<file path="src/rtl/core/psfp_pkg.sv">
// Shared types and constants of the particle sensor frame parser.
// No dependencies; every other file of the block but the assertion header imports this package.
package psfp_pkg;

    localparam int TICK_W = 16;
    localparam int BYTE_W = 8;
    localparam int WORD_W = 16;
    localparam int DATA_N = 4;

    localparam logic [TICK_W-1:0] TIMEOUT_RESET = TICK_W'(5);

    localparam logic [BYTE_W-1:0] HDR_FIRST  = 8'hAA;
    localparam logic [BYTE_W-1:0] HDR_SECOND = 8'hC0;
    localparam logic [BYTE_W-1:0] TAIL_BYTE  = 8'hAB;

    // Event codes carried in the op field.
    localparam logic OP_BYTE = 1'b0;
    localparam logic OP_TICK = 1'b1;

    // Position inside the ten-byte frame.
    typedef enum logic [3:0] {
        POS_IDLE   = 4'd0,
        POS_HEADER = 4'd1,
        POS_D0     = 4'd2,
        POS_D1     = 4'd3,
        POS_D2     = 4'd4,
        POS_D3     = 4'd5,
        POS_D4     = 4'd6,
        POS_D5     = 4'd7,
        POS_SUM    = 4'd8,
        POS_TAIL   = 4'd9
    } psfp_pos_t;

    typedef struct packed {
        logic              op;
        logic [BYTE_W-1:0] rx_byte;
    } psfp_item_t;

    typedef struct packed {
        logic [WORD_W-1:0] pm25_raw;
        logic [WORD_W-1:0] pm10_raw;
    } psfp_result_t;

endpackage

</file>
<file path="src/rtl/core/psfp_if.sv">
// Valid/ready channel interfaces for the event input and the result output.
// Depends on psfp_pkg for field widths.
interface psfp_in_if;
    import psfp_pkg::*;

    logic              valid;
    logic              ready;
    logic              op;
    logic [BYTE_W-1:0] rx_byte;

    modport source (output valid, output op, output rx_byte, input ready);
    modport sink (input valid, input op, input rx_byte, output ready);
endinterface

interface psfp_out_if;
    import psfp_pkg::*;

    logic              valid;
    logic              ready;
    logic [WORD_W-1:0] pm25_raw;
    logic [WORD_W-1:0] pm10_raw;

    modport source (output valid, output pm25_raw, output pm10_raw, input ready);
    modport sink (input valid, input pm25_raw, input pm10_raw, output ready);
endinterface

</file>
<file path="src/rtl/core/pm_sensor_frame_parser.sv">
// Top level of the particle sensor frame parser.
// Depends on psfp_pkg, psfp_if, psfp_in_stage, psfp_parser and psfp_out_stage.
//
// The parser takes one event beat per cycle (a received byte or a timer tick)
// and emits one result beat, the PM2.5 and PM10 words, for every 10-byte frame
// AA C0 d0..d5 sum AB that passes its checksum. An event passes an input
// register and is then applied to the frame state, which loads the result
// register when a good tail byte is applied. Throughput is one event per cycle,
// set by the state update between the input and result registers; the input
// stalls only while a finished result waits and the event in hand would
// produce another. The user writes the timeout through cfg_wr_en and
// cfg_wr_data only while no event is in flight; the block does not enforce it.
module pm_sensor_frame_parser (
    input  logic                        clk,
    input  logic                        rst_n,
    input  logic                        cfg_wr_en,
    input  logic [psfp_pkg::TICK_W-1:0] cfg_wr_data,
    psfp_in_if.sink                     evt,
    psfp_out_if.source                  res
);
    import psfp_pkg::*;

    logic         item_valid;
    psfp_item_t   item;
    logic         hit;
    logic         out_free;
    logic         take;
    psfp_result_t result;

    // The held event is applied unless its result has nowhere to go.
    assign take = item_valid && (!hit || out_free);

    psfp_in_stage u_in_stage (
        .clk        (clk),
        .rst_n      (rst_n),
        .evt        (evt),
        .take       (take),
        .item_valid (item_valid),
        .item       (item)
    );

    psfp_parser u_parser (
        .clk         (clk),
        .rst_n       (rst_n),
        .cfg_wr_en   (cfg_wr_en),
        .cfg_wr_data (cfg_wr_data),
        .step        (take),
        .item        (item),
        .hit         (hit),
        .result      (result)
    );

    psfp_out_stage u_out_stage (
        .clk   (clk),
        .rst_n (rst_n),
        .load  (take && hit),
        .data  (result),
        .free  (out_free),
        .res   (res)
    );

endmodule

</file>
<file path="src/rtl/core/psfp_in_stage.sv">
// Input register of the frame parser: holds one event beat for the parser.
// Depends on psfp_pkg and psfp_in_if.
module psfp_in_stage (
    input  logic                 clk,
    input  logic                 rst_n,
    psfp_in_if.sink              evt,
    input  logic                 take,
    output logic                 item_valid,
    output psfp_pkg::psfp_item_t item
);
    import psfp_pkg::*;

    logic       valid_reg;
    psfp_item_t item_reg;
    logic       accept;

    // A new beat may enter when the register is empty or drains this cycle.
    assign evt.ready  = !valid_reg || take;
    assign accept     = evt.valid && evt.ready;
    assign item_valid = valid_reg;
    assign item       = item_reg;

    // Occupancy flag.
    always_ff @(posedge clk or negedge rst_n)
    begin
        if (!rst_n)
        begin
            valid_reg <= 1'b0;
        end
        else if (accept)
        begin
            valid_reg <= 1'b1;
        end
        else if (take)
        begin
            valid_reg <= 1'b0;
        end
    end

    // Event payload.
    always_ff @(posedge clk)
    begin
        if (accept)
        begin
            item_reg.op      <= evt.op;
            item_reg.rx_byte <= evt.rx_byte;
        end
    end

endmodule

</file>
<file path="src/rtl/core/psfp_parser.sv">
// Frame state machine: position, running sum, data bytes and tick timeout.
// Depends on psfp_pkg.
module psfp_parser (
    input  logic                          clk,
    input  logic                          rst_n,
    input  logic                          cfg_wr_en,
    input  logic [psfp_pkg::TICK_W-1:0]   cfg_wr_data,
    input  logic                          step,
    input  psfp_pkg::psfp_item_t          item,
    output logic                          hit,
    output psfp_pkg::psfp_result_t        result
);
    import psfp_pkg::*;

    psfp_pos_t         pos_reg, pos_next;
    logic [BYTE_W-1:0] sum_reg, sum_next;
    logic              armed_reg, armed_next;
    logic [TICK_W-1:0] ticks_reg, ticks_next;
    logic [TICK_W-1:0] timeout_reg;
    logic [BYTE_W-1:0] data_reg [DATA_N];
    logic              data_we;
    logic [1:0]        data_idx;
    logic [BYTE_W-1:0] b;

    assign b        = item.rx_byte;
    assign data_idx = 2'(pos_reg - POS_D0);

    // A tail byte 0xAB closes a good frame.
    assign hit = (pos_reg == POS_TAIL) && (item.op == OP_BYTE) && (b == TAIL_BYTE);

    assign result.pm25_raw = {data_reg[1], data_reg[0]};
    assign result.pm10_raw = {data_reg[3], data_reg[2]};

    // Timeout register; the user writes it only while the block is idle, which the block does not enforce.
    always_ff @(posedge clk or negedge rst_n)
    begin
        if (!rst_n)
        begin
            timeout_reg <= TIMEOUT_RESET;
        end
        else if (cfg_wr_en)
        begin
            timeout_reg <= cfg_wr_data;
        end
    end

    // State registers.
    always_ff @(posedge clk or negedge rst_n)
    begin
        if (!rst_n)
        begin
            pos_reg   <= POS_IDLE;
            sum_reg   <= '0;
            armed_reg <= 1'b0;
            ticks_reg <= '0;
        end
        else
        begin
            pos_reg   <= pos_next;
            sum_reg   <= sum_next;
            armed_reg <= armed_next;
            ticks_reg <= ticks_next;
        end
    end

    // Captured data bytes d0..d3.
    always_ff @(posedge clk)
    begin
        if (data_we)
        begin
            data_reg[data_idx] <= b;
        end
    end

    // Next state for one event.
    always_comb
    begin
        pos_next   = pos_reg;
        sum_next   = sum_reg;
        armed_next = armed_reg;
        ticks_next = ticks_reg;
        data_we    = 1'b0;

        if (step)
        begin
            if (item.op == OP_TICK)
            begin
                // Count down only while a frame is in progress.
                if (armed_reg)
                begin
                    if (ticks_reg <= TICK_W'(1))
                    begin
                        ticks_next = '0;
                        armed_next = 1'b0;
                        pos_next   = POS_IDLE;
                    end
                    else
                    begin
                        ticks_next = ticks_reg - TICK_W'(1);
                    end
                end
            end
            else
            begin
                // Every byte disarms; good transitions re-arm below.
                armed_next = 1'b0;
                unique case (pos_reg) inside
                    POS_IDLE:
                    begin
                        if (b == HDR_FIRST)
                        begin
                            pos_next   = POS_HEADER;
                            armed_next = 1'b1;
                            ticks_next = timeout_reg;
                        end
                    end
                    POS_HEADER:
                    begin
                        if (b == HDR_SECOND)
                        begin
                            pos_next   = POS_D0;
                            armed_next = 1'b1;
                            ticks_next = timeout_reg;
                        end
                        else if (b == HDR_FIRST)
                        begin
                            armed_next = 1'b1;
                            ticks_next = timeout_reg;
                        end
                        else
                        begin
                            pos_next = POS_IDLE;
                        end
                    end
                    POS_D0, POS_D1, POS_D2, POS_D3, POS_D4, POS_D5:
                    begin
                        sum_next   = (pos_reg == POS_D0) ? b : sum_reg + b;
                        data_we    = (pos_reg == POS_D0) || (pos_reg == POS_D1) ||
                                     (pos_reg == POS_D2) || (pos_reg == POS_D3);
                        pos_next   = psfp_pos_t'(pos_reg + 4'd1);
                        armed_next = 1'b1;
                        ticks_next = timeout_reg;
                    end
                    POS_SUM:
                    begin
                        if (b == sum_reg)
                        begin
                            pos_next   = POS_TAIL;
                            armed_next = 1'b1;
                            ticks_next = timeout_reg;
                        end
                        else
                        begin
                            pos_next = POS_IDLE;
                        end
                    end
                    POS_TAIL:
                    begin
                        // A header byte in the tail slot restarts without a timeout.
                        pos_next = (b == HDR_FIRST) ? POS_HEADER : POS_IDLE;
                    end
                    default:
                    begin
                        pos_next = POS_IDLE;
                    end
                endcase
            end
        end
    end

endmodule

</file>
<file path="src/rtl/core/psfp_out_stage.sv">
// Result register of the frame parser: holds one result beat until taken.
// Depends on psfp_pkg and psfp_out_if.
module psfp_out_stage (
    input  logic                   clk,
    input  logic                   rst_n,
    input  logic                   load,
    input  psfp_pkg::psfp_result_t data,
    output logic                   free,
    psfp_out_if.source             res
);
    import psfp_pkg::*;

    logic         valid_reg;
    psfp_result_t data_reg;

    // The register can take a result when empty or when its beat leaves now.
    assign free         = !valid_reg || res.ready;
    assign res.valid    = valid_reg;
    assign res.pm25_raw = data_reg.pm25_raw;
    assign res.pm10_raw = data_reg.pm10_raw;

    // Occupancy flag.
    always_ff @(posedge clk or negedge rst_n)
    begin
        if (!rst_n)
        begin
            valid_reg <= 1'b0;
        end
        else if (load)
        begin
            valid_reg <= 1'b1;
        end
        else if (res.ready)
        begin
            valid_reg <= 1'b0;
        end
    end

    // Result payload.
    always_ff @(posedge clk)
    begin
        if (load)
        begin
            data_reg <= data;
        end
    end

endmodule

</file>
<file path="src/flat_wrapper.sv">
// flat-port wrapper written by rule: the top's interface ports become plain ports
module pm_sensor_frame_parser_flat import psfp_pkg::*;
  (clk, rst_n, cfg_wr_en, cfg_wr_data, evt_valid, evt_op, evt_rx_byte, evt_ready, res_valid, res_pm25_raw, res_pm10_raw, res_ready);
  psfp_in_if evt_i ();
  psfp_out_if res_i ();
  input  logic clk;
  input  logic rst_n;
  input  logic cfg_wr_en;
  input  logic [psfp_pkg::TICK_W-1:0] cfg_wr_data;
  input wire logic [$bits(evt_i.valid)-1:0] evt_valid;
  input wire logic [$bits(evt_i.op)-1:0] evt_op;
  input wire logic [$bits(evt_i.rx_byte)-1:0] evt_rx_byte;
  output wire logic [$bits(evt_i.ready)-1:0] evt_ready;
  output wire logic [$bits(res_i.valid)-1:0] res_valid;
  output wire logic [$bits(res_i.pm25_raw)-1:0] res_pm25_raw;
  output wire logic [$bits(res_i.pm10_raw)-1:0] res_pm10_raw;
  input wire logic [$bits(res_i.ready)-1:0] res_ready;
  assign evt_i.valid = evt_valid;
  assign evt_i.op = evt_op;
  assign evt_i.rx_byte = evt_rx_byte;
  assign evt_ready = evt_i.ready;
  assign res_valid = res_i.valid;
  assign res_pm25_raw = res_i.pm25_raw;
  assign res_pm10_raw = res_i.pm10_raw;
  assign res_i.ready = res_ready;
  pm_sensor_frame_parser u_core (.clk(clk), .rst_n(rst_n), .cfg_wr_en(cfg_wr_en), .cfg_wr_data(cfg_wr_data), .evt(evt_i), .res(res_i));
endmodule
</file>
<file path="config.mk">
export PLATFORM = sky130hd
export DESIGN_NAME = pm_sensor_frame_parser_flat
export DESIGN_NICKNAME = d
export VERILOG_FILES = /design/src/rtl/core/psfp_pkg.sv /design/src/rtl/core/psfp_if.sv /design/src/rtl/core/pm_sensor_frame_parser.sv /design/src/rtl/core/psfp_in_stage.sv /design/src/rtl/core/psfp_parser.sv /design/src/rtl/core/psfp_out_stage.sv /design/src/flat_wrapper.sv
export SDC_FILE = /design/constraint.sdc
export NUM_CORES = 1
export LEC_CHECK = 0
export BUFFER_PORTS_ARGS = -buffer_cell sky130_fd_sc_hd__buf_2
export CAP_MARGIN = 20
export CORE_MARGIN = 10
export CORE_UTILIZATION = 46
export CTS_CLUSTER_DIAMETER = 50
export DETAILED_ROUTE_END_ITERATION = 8
export GPL_ROUTABILITY_DRIVEN = 0
export HOLD_SLACK_MARGIN = 0.12
export PLACE_DENSITY_LB_ADDON = 0.25
export SYNTH_ARGS = -nofsm -noshare
export SYNTH_HDL_FRONTEND = slang
export SYNTH_HIERARCHICAL = 1
export SYNTH_SLANG_ARGS = --single-unit
</file>
<file path="constraint.sdc">
create_clock -name clk -period 3.21 [get_ports clk]
set_clock_uncertainty 0.2 [all_clocks]
set_input_delay 0.1605 -clock clk [delete_from_list [all_inputs] [get_ports clk]]
set_output_delay 0.1605 -clock clk [all_outputs]
set_load 0.01 [all_outputs]
</file>
==> summary.md, run 1 <==
| Metric | Value |
|---|---|
| Fraction of final layout cells with drive strength greater than 1 | about a quarter |
| Pins over their slew limit | 0 |
| Largest net degree at the start of global routing | 48 |
| Clock period minus worst slack | ~2.9 ns |
| Crit path max fanout | 7 |
| Worst r2r path cells | 9 |
| Number of flip-flops under the largest register name | 32 |
| Max-cap check violation count | 0 |
| Sum of overflow across all layers after global routing | 0 |
| Distinct cell type count of the synthesized netlist | 67 |
| Floorplan Core Area | 11,470 sq um |
| H-tree Lvls | 4 |
| Primary flip-flop cell chosen by synthesis mapping | edfxtp_1 |
| Crit-path slowest cell | or3_1 |
| Hold Vio Cnt, Final | 0 |
| FP Rows | 39 |
| Drt drc | 0 |
| RSZ-0062 raised after global routing | false |
| Cell at the root of the clock tree | clkbuf_16 |
| Vias | between 3,000 and 4,000 |
| Bufs and invs on worst path | 2 |
| Timing startpoint of the critical path | u_core/u_in_stage/item[2] |
| Highest ir drop seen on vdd | between 500 and 600 uV |
| Die W | about 130 microns |
| Maximum number of buffers from clock root to sink | 2 |
| Count of buffers from port buffering | 63 |
| Number of sinks on the clock net | 120 |
| Final period util | between 90 and 100% |
| Endpoint of the worst register-to-register path | u_core/u_parser/ticks_reg[5] |
| Seq pwr share | between 30% and 40% |
| Source of the worst register-to-register timing path | u_core/u_in_stage/item[2] |
| Number of CTS-inserted buffers | 17 |
| Number of placed I/O pins | 64 |
| Top cells by area in the synthesized netlist | edfxtp_1 (41%), dfrtp_1 (21%), mux2_2 (3.5%) |
| Y dimension of the die | between 100 and 150 microns |
| Number of synthesized flops with an enable pin | between 70 and 80 |
| All-layer global routing usage | around 14% |
| Worst Path Arrival | 3.04 ns |
| Internal power | between 3 and 4 mW |
| Latest clock arrival within the worst-skew pair | around 0.42 ns |
| Leakage power | between 2 and 3 nW |
| Final worst slack | 0.3181 ns |
| Combinational power share | ~31% |
| Aggregate routed wire length | 11.41 mm |
| Post-synthesis average cell area | 12.83 sq um |
| Async S/R FF share, synth | around two fifths |
| Capturing element type of the critical path | flop |
| Gate family responsible for the most delay along the worst path | simple AND/OR/NAND/NOR gates |
| Power Density | 777.7 nW/um^2 |
| Endpoints failing setup | 0 |
| Result of the run | finished clean |
| Max_slew headroom | roughly two fifths |
| Number of nets in the layout | approximately 600 |
| Setup TNS | 0 ns |
| Critical path startpoint category | flop |
| Worst-case register-to-register setup slack | roughly 0.32 ns |
| Kind of critical path | flop to flop |
| Area of the die | 16,470 sq um |
| Iter 0 DRT Violations | between 300 and 400 |
| Detailed placement HPWL | about 7.7 mm |
| Via count of the first global-routing pass | 3,817 |
| Hold Crit Class | input pin to async pin |
| Detailed Routing Iterations Pass 1 | 5 |
| CTS tree | yes |
| Switching power share of the total | about a third |
| WL per Instance | between 15 and 20 microns |
| Global-route wire length before repair | between 15 and 20 mm |
| Antenna Cells | 0 |
| Area growth, synth to finish | 28.10% |
| Dominant cell type by area after synthesis | edfxtp_1 |
| Vias per cell | approximately 5.4 |
| Number of flip-flops and latches in the synthesized netlist | 120 |
| Data required time of the critical path | around 3.4 ns |
| Longest individual stage delay on the worst path | 0.38 ns |
| Proportion of netlist area held by the largest area contributor | 40.59% |
| Cell with the most instances after synthesis | edfxtp_1 |
| Fraction of the yosys area taken by sequential cells | between 60% and 70% |
| Yosys synthesis warning count | 6 |
| Net Count, Synth | roughly 470 |
| Clk slew on worst S/H paths | roughly 0.05 ns |
| Most common library cells after synthesis | edfxtp_1 (73), dfrtp_1 (45), nor2_1 (34) |
| Fmax | ~350 MHz |
| Cells after Synth | 421 |
| Final ANT Viol Nets | 0 |
| Effective utilization at floorplan | approximately 47% |
| Switching Power | between 1.5 and 2 mW |
| Actual slew at the worst max-slew pin | between 0.8 and 0.9 ns |
| Antenna violations before repair | 0 |
| Setup Slack @ Placement | approximately 0.21 ns |
| Clock group share of total power | ~31% |
| Syn Std Cell Area | about 5400 sq um |
| Series of cell instances along the critical path | buf_4 > ha_1 > nor4_1 > nand3_1 > a2bb2oi_4 > buf_4 > or2_2 > or3_1 > nand3_1 |
[cell families (layout without fill, tap and decap cells)]
| logic type | after synthesis | after routing | share of synthesized area [%] |
|---|---|---|---|
| and+or+nand+nor | 122 | 122 | 12.74 |
| buffers and inverters | 28 | 168 | 2.525 |
| DFF | 120 | 120 | 62.42 |
| xor gates and xnor gates | 4 | 4 | 0.6487 |
| adders and majority gates | 14 | 14 | 3.383 |
| muxes | 25 | 25 | 5.028 |
| AOI/OAI and AO/OA | 108 | 108 | 13.25 |
[metal layers]
layer  part of all wire (%)  vias up  global-route usage [%]
met1                     41     1832                   16.78
met5                      0        -                       0
met4                    2.2        0                   6.291
met3                    6.0       28                   4.559
li1                       -     1837                       -
met2                     50      118                   23.42
[what timing repair did]
item / 4_1_cts / 5_1_grt
hold buffers: 44 / 0
setup buffers: 0 / 3
gates resized for setup: 0 / 1
endpoints found under the hold margin: 81 / 0
endpoints found under the setup margin: 0 / 4
[through the flow]
| step | cell area, sq um | instances | util (%) | total power, mW | hold slack [ns] |
|---|---|---|---|---|---|
| 4_1_cts | 6865 | 700 | 59.87 | 5.372 | 0.2162 |
| 2_1_floorplan | 5400 | 421 | - | 3.296 | -0.3351 |
| 3_3_place_gp | 5893 | 624 | 51.39 | 3.585 | 0.1394 |
| 5_1_grt | 6918 | 704 | 60.33 | 5.720 | 0.1326 |
| 3_5_place_dp | 5893 | 624 | 51.39 | 3.626 | 0.1393 |
| 6_report | 6918 | 704 | 60.33 | 5.380 | 0.08405 |
[layout by cell type (no fill, tap or decap), drive strengths merged, types with 6 or more instances in the layout]
master	count
buf	78
edfxtp	73
dfrtp	45
dlygate4sd3	44
nor2	35
o21ai	32
a21oi	28
clkbuf	19
mux2	17
nand2	17
inv	17
nor3	14
ha	13
and2	10
nand3	8
mux2i	8
a22oi	6
[layout make-up]
cell class	count	area [sq um]
fill	888	4549
sequential	120	3371
multi-input combinational	273	1896
timing repair buffer	122	888.4
clock buffer	19	432.9
tap	143	178.9
clock inverter	13	98.84
inverter	14	52.55
[worst max-delay path by stage]
stage | end | cells after the start
floorplan | u_core/u_parser/ticks_reg[5] | 12
global placement | u_core/u_parser/ticks_reg[6] | 12
detailed placement | u_core/u_parser/ticks_reg[11] | 12
CTS | u_core/u_parser/ticks_reg[11] | 12
global route | u_core/u_parser/ticks_reg[11] | 12
finish | u_core/u_parser/ticks_reg[5] | 9
[power by group through the flow]
stage / clock (mW) / sequential, mW / combinational [mW]
5_1_grt: 1.78 / 2.08 / 1.86
4_1_cts: 1.72 / 2.04 / 1.61
2_1_floorplan: 0 / 2.01 / 1.29
6_report: 1.68 / 2.05 / 1.66
3_3_place_gp: 0 / 2.06 / 1.52
3_5_place_dp: 0 / 2.07 / 1.56
[worst register-to-register path: cells and delay by family (launching register included)]
kind / cells / cell delay, ns
AND/OR/NAND/NOR: 5 / 1.32
flip-flops: 1 / 0.37
adder cells (fa/ha/maj): 1 / 0.36
buffers and inverters: 2 / 0.35
AO/OA/AOI/OAI: 1 / 0.23
(Power assumes the default switching activity.)
==> run 2, diff against run 1 <==
Settings changed: GPL_TIMING_DRIVEN from default to 0.
==> summary.md, run 2 (synthesized netlist as in run 1, its figures left out) <==
| Metric | Value |
|---|---|
| Result of the run | finished clean |
| Source of the worst register-to-register timing path | u_core/u_in_stage/item[4] |
| Sum of overflow across all layers after global routing | 0 |
| Final ANT Viol Nets | 0 |
| Number of placed I/O pins | 64 |
| Worst Path Arrival | 3.21 ns |
| Number of CTS-inserted buffers | 17 |
| H-tree Lvls | 4 |
| Cells on Worst Hold Path | 0 |
| Highest ir drop seen on vdd | around 540 uV |
| Post-route worst hold slack | 0.2155 ns |
| Worst r2r path cells | 12 |
| Leakage power | between 2 and 3 nW |
| Vias | just under 4,000 |
| Most common cell after layout, fill and taps aside | edfxtp_1 |
| WL per Instance | 16.93 microns |
| Number of flip-flops under the largest register name | 32 |
| Critical path startpoint category | flop |
| Count of buffers from port buffering | 62 |
| RSZ-0062 raised after global routing | true |
| Area of the die | around 16,000 sq um |
| Antenna Cells | 0 |
| Longest individual stage delay on the worst path | 0.44 ns |
| Leading cell types in the layout, fill and taps excluded | edfxtp_1 (73), buf_2 (66), dfrtp_1 (45), dlygate4sd3_1 (35), nor2_1 (33) |
| Data required time of the critical path | 3.31 ns |
| Hold Vio Cnt, Final | 0 |
| Util after Layout | roughly 61% |
| Pins over their slew limit | 0 |
| Series of cell instances along the critical path | or3b_4 > nor2_2 > nand4b_1 > nor3b_4 > a21boi_4 > and2b_2 > o211ai_1 > a2bb2oi_4 > buf_8 > nor2_4 > a32oi_1 > nand2_1 |
| Endpoints failing setup | 0 |
| Largest net degree at the start of global routing | 48 |
| Final period util | 96.91% |
| Endpoint of the worst register-to-register path | u_core/u_parser/ticks_reg[11] |
| Timing startpoint of the critical path | u_core/u_in_stage/item[4] |
| Maximum number of buffers from clock root to sink | 2 |
| Crit-path slowest cell | edfxtp_1 |
| Global-route wire length before repair | ~19 mm |
| Setup Slack @ Placement | -0.2456 ns |
| Cell area after layout | between 6000 and 7000 sq um |
| CTS tree | yes |
| Worst hold path endpoint | u_core/u_out_stage/res.pm25_raw[5] |
| Overall Power | 5.688 mW |
| Worst-case register-to-register setup slack | just under 0.1 ns |
| Via count of the first global-routing pass | 3,840 |
| Cell at the root of the clock tree | clkbuf_16 |
| FP Rows | 39 |
| Hold Crit Class | flop to flop |
| Fmax | approximately 320 MHz |
| Effective utilization at floorplan | between 40 and 50% |
| Clock period minus worst slack | roughly 3.1 ns |
| Fraction of final layout cells with drive strength greater than 1 | between 20% and 30% |
| Detailed placement HPWL | 7.865 mm |
| Startpoint of the tightest hold check path | u_core/u_parser/data_reg[0][5] |
| Max-cap check violation count | 0 |
| Area growth, synth to finish | 28.96% |
| Number of nets in the layout | between 500 and 600 |
| Iter 0 DRT Violations | between 200 and 250 |
| Actual slew at the worst max-slew pin | 0.8879 ns |
| All-layer global routing usage | between 10% and 20% |
| Y dimension of the die | 128.4 microns |
| Latest clock arrival within the worst-skew pair | about 0.42 ns |
| Die W | around 130 microns |
| Final worst slack | a little under 0.1 ns |
| Max_slew headroom | between 40% and 50% |
| Number of sinks on the clock net | 120 |
| Floorplan Core Area | roughly 11,000 sq um |
| Crit path max fanout | 9 |
| Detailed Routing Iterations Pass 1 | 5 |
| Vias per cell | approximately 5.5 |
| Power Density | between 800 and 900 nW/um^2 |
| Instance area at placement | 5889 sq um |
| Kind of critical path | flop to flop |
| Drt drc | 0 |
| Capturing element type of the critical path | flop |
| Antenna violations before repair | 0 |
| Aggregate routed wire length | around 12 mm |
| Clk slew on worst S/H paths | about 0.05 ns |
==> run 2: worst max-delay path by stage <==
stage | end | slack [ns] | depth (start not counted)
global route | u_core/u_parser/ticks_reg[6] | -0.05 | 12
detailed placement | u_core/u_parser/ticks_reg[11] | -0.25 | 12
CTS | u_core/u_parser/ticks_reg[5] | 0.03 | 11
finish | u_core/u_parser/ticks_reg[11] | 0.1 | 12
floorplan | u_core/u_parser/ticks_reg[5] | 0.37 | 12
global placement | u_core/u_parser/ticks_reg[11] | -0.31 | 12
==> run 2: routing by layer <==
metal,part of all wire [%],vias to the layer above,GRT usage [%]
met5,0,-,0
met4,1.9,0,7.020
met3,6.7,24,5.749
met2,48,125,23.06
met1,43,1858,18.02
li1,-,1842,-
==> run 2: critical path, delay by kind of cell, from the launching register on <==
| kind | cells | cell delay, ns |
|---|---|---|
| buf+inv | 1 | 0.16 |
| flops | 1 | 0.44 |
| compound gates | 4 | 0.70 |
| simple gates | 7 | 1.47 |
==> run 2: metrics by stage <==
step | instances | TNS, ns
after global placement | 626 | -7.928
after global routing | 700 | -0.1324
final | 700 | 0
after detailed placement | 626 | -3.847
after floorplan | 421 | 0
after CTS | 694 | 0
==> run 2: power by group <==
part	leakage [nW]	internal (mW)	switching, mW
clock	0.283	1.29	0.656
combinational	1.27	0.747	0.959
sequential	1.23	1.86	0.180
==> run 2: layout make-up <==
cell class | instances | area [sq um]
clock buffer | 19 | 432.9
clock inverter | 12 | 176.4
tap | 143 | 178.9
multi-input combinational | 273 | 1927
inverter | 14 | 52.55
timing repair buffer | 106 | 740.7
sequential | 120 | 3371
buffer | 13 | 85.08
fill | 900 | 4503
==> run 2: repair_timing <==
item                                    in CTS  in global routing
setup buffers                                3                  5
endpoints found under the setup margin      57                 20
resized for setup                            3                  8
endpoints found under the hold margin       81                 17
pin swaps                                    0                  4
hold buffers                                34                  1
==> run 3, diff against run 2 <==
Settings changed: CORE_UTILIZATION 46 to 58.
==> summary.md, run 3 (synthesized netlist as in run 1, its figures left out) <==
| Metric | Value |
|---|---|
| Vias | approximately 4,000 |
| Aggregate routed wire length | around 12 mm |
| Area of the die | ~14,000 sq um |
| Util after Layout | 75.64% |
| Most common cell after layout, fill and taps aside | edfxtp_1 |
| Worst Path Arrival | 3.25 ns |
| Effective utilization at floorplan | between 50% and 60% |
| Die W | 116.5 microns |
| Number of nets in the layout | roughly 600 |
| Drt drc | 0 |
| WL per Instance | between 15 and 20 microns |
| Switching Power | roughly 2 mW |
| Floorplan Core Area | 9153 sq um |
| Clk slew on worst S/H paths | 0.06 ns |
| Fraction of final layout cells with drive strength greater than 1 | between 20 and 30% |
| Vias per cell | 5.958 |
| Actual slew at the worst max-slew pin | 1.025 ns |
| Source of the worst register-to-register timing path | u_core/u_in_stage/item[7] |
| Crit path max fanout | 7 |
| H-tree Lvls | 4 |
| Internal power | ~3.8 mW |
| Number of sinks on the clock net | 120 |
| Number of flip-flops under the largest register name | 32 |
| Final ANT Viol Nets | 0 |
| Cells on Worst Hold Path | 2 |
| Final period util | between 90% and 100% |
| Capturing element type of the critical path | flop |
| Crit-path slowest cell | edfxtp_1 |
| Fmax | 327.5 MHz |
| Detailed Routing Iterations Pass 1 | 5 |
| Power Density | around 830 nW/um^2 |
| Iter 0 DRT Violations | between 300 and 400 |
| Via count of the first global-routing pass | between 3,000 and 4,000 |
| Endpoints failing setup | 0 |
| Maximum number of buffers from clock root to sink | 2 |
| Kind of critical path | flop to flop |
| Timing startpoint of the critical path | u_core/u_in_stage/item[7] |
| Highest ir drop seen on vdd | between 400 and 500 uV |
| Seq pwr share | between 30% and 40% |
| Count of buffers from port buffering | 62 |
| Hold Crit Class | input pin to flop |
| Endpoint of the worst register-to-register path | u_core/u_parser/ticks_reg[11] |
| Latest clock arrival within the worst-skew pair | around 0.52 ns |
| Antenna Cells | 0 |
| All-layer global routing usage | about 18% |
| Max-cap check violation count | 0 |
| Global-route wire length before repair | approximately 19 mm |
| Longest individual stage delay on the worst path | slightly above 0.5 ns |
| Cell at the root of the clock tree | clkbuf_8 |
| Number of placed I/O pins | 64 |
| Result of the run | finished clean |
| Critical path startpoint category | flop |
| Leading cell types in the layout, fill and taps excluded | edfxtp_1 (73), buf_2 (67), dfrtp_1 (45), dlygate4sd3_1 (35), nor2_1 (33) |
| Switching power share of the total | between 30% and 40% |
| Pins over their slew limit | 0 |
| Sum of overflow across all layers after global routing | 0 |
| Leakage power | ~2.8 nW |
| Largest net degree at the start of global routing | 48 |
| FP Rows | 35 |
| Max_slew headroom | approximately 31% |
| CP Capture Point | u_core/u_parser/ticks_reg[11] |
| Antenna violations before repair | 0 |
| Worst-case register-to-register setup slack | ~0.16 ns |
| Clock period minus worst slack | 3.053 ns |
| Combinational power share | between 30% and 40% |
| Y dimension of the die | about 120 microns |
| Number of CTS-inserted buffers | 17 |
| Clock group share of total power | between 30% and 40% |
| Area growth, synth to finish | 28.20% |
| Setup TNS | 0 ns |
| Hold Vio Cnt, Final | 0 |
| Data required time of the critical path | ~3.4 ns |
| Worst r2r path cells | 12 |
| CTS tree | yes |
| Detailed placement HPWL | 7.682 mm |
| Series of cell instances along the critical path | or3b_4 > nor2_2 > nand4b_1 > nor3b_2 > a21boi_4 > and2b_2 > o211ai_1 > a2bb2oi_4 > buf_6 > nor2_4 > a32oi_1 > nand2_1 |
-- run 3: what timing repair did --
| action | CTS | global route |
|---|---|---|
| hold buffers | 34 | 1 |
| resized for setup | 1 | 5 |
| buffers inserted | 2 | 6 |
| gates cloned | 0 | 1 |
| endpoints found under the hold margin | 82 | 7 |
| endpoints found under the setup margin | 9 | 22 |
| pin swaps | 0 | 5 |
-- run 3: area by class of cell --
type / instances / area (sq um)
Clock buffer: 17 / 414.1
Clock inverter: 15 / 201.4
Timing Repair Buffer: 107 / 745.7
Tap cell: 111 / 138.9
Multi-Input combinational cell: 273 / 1916
Buffer: 14 / 83.83
Fill cell: 558 / 2230
Sequential cell: 120 / 3371
Inverter: 14 / 52.55
-- run 3: how the worst min path moves through the flow --
stage                               from  slack, ns                            to
after detailed placement  evt_rx_byte[7]       0.14     u_core/u_in_stage/item[7]
final                     evt_rx_byte[0]       0.15     u_core/u_in_stage/item[0]
after floorplan                    rst_n      -0.34  u_core/u_in_stage/item_valid
after global routing              evt_op       0.15     u_core/u_in_stage/item[8]
after global placement    evt_rx_byte[3]       0.14     u_core/u_in_stage/item[3]
after CTS                 evt_rx_byte[7]       0.13     u_core/u_in_stage/item[7]
-- run 3: worst max-delay path, delay by kind of cell, from the launching register on --
family / cells / cell delay [ns]
AND/OR/NAND/NOR: 7 / 1.37
buffers and inverters: 1 / 0.16
AO/OA/AOI/OAI: 4 / 0.68
flip-flops: 1 / 0.51
-- run 3: power by group through the flow --
stage	Combinational, mW	Sequential (mW)	Clock, mW
floorplan	1.29	2.01	0
global placement	1.55	2.05	0
detailed placement	1.60	2.07	0
CTS	1.67	2.04	1.99
global route	1.93	2.07	2.05
finish	1.77	2.04	1.96
-- run 3: metrics by stage --
stage | worst slack [ns] | cell area, sq um | hold WS, ns | power [mW] | instances
2_1_floorplan | 0.3723 | 5400 | -0.3351 | 3.296 | 421
3_3_place_gp | -0.02575 | 5849 | 0.1374 | 3.605 | 594
3_5_place_dp | -0.07466 | 5849 | 0.1386 | 3.669 | 594
4_1_cts | 0.002314 | 6824 | 0.1324 | 5.701 | 662
5_1_grt | -0.02884 | 6923 | 0.1505 | 6.058 | 671
6_report | 0.1570 | 6923 | 0.1479 | 5.777 | 671
-- run 3: metal layers --
layer | vias to the layer above | track usage, % | share of wire, %
li1 | 1841 | - | -
met1 | 1957 | 23.90 | 44
met2 | 180 | 28.39 | 47
met3 | 20 | 4.828 | 7.8
met4 | 0 | 6.672 | 1.5
met5 | - | 0 | 0
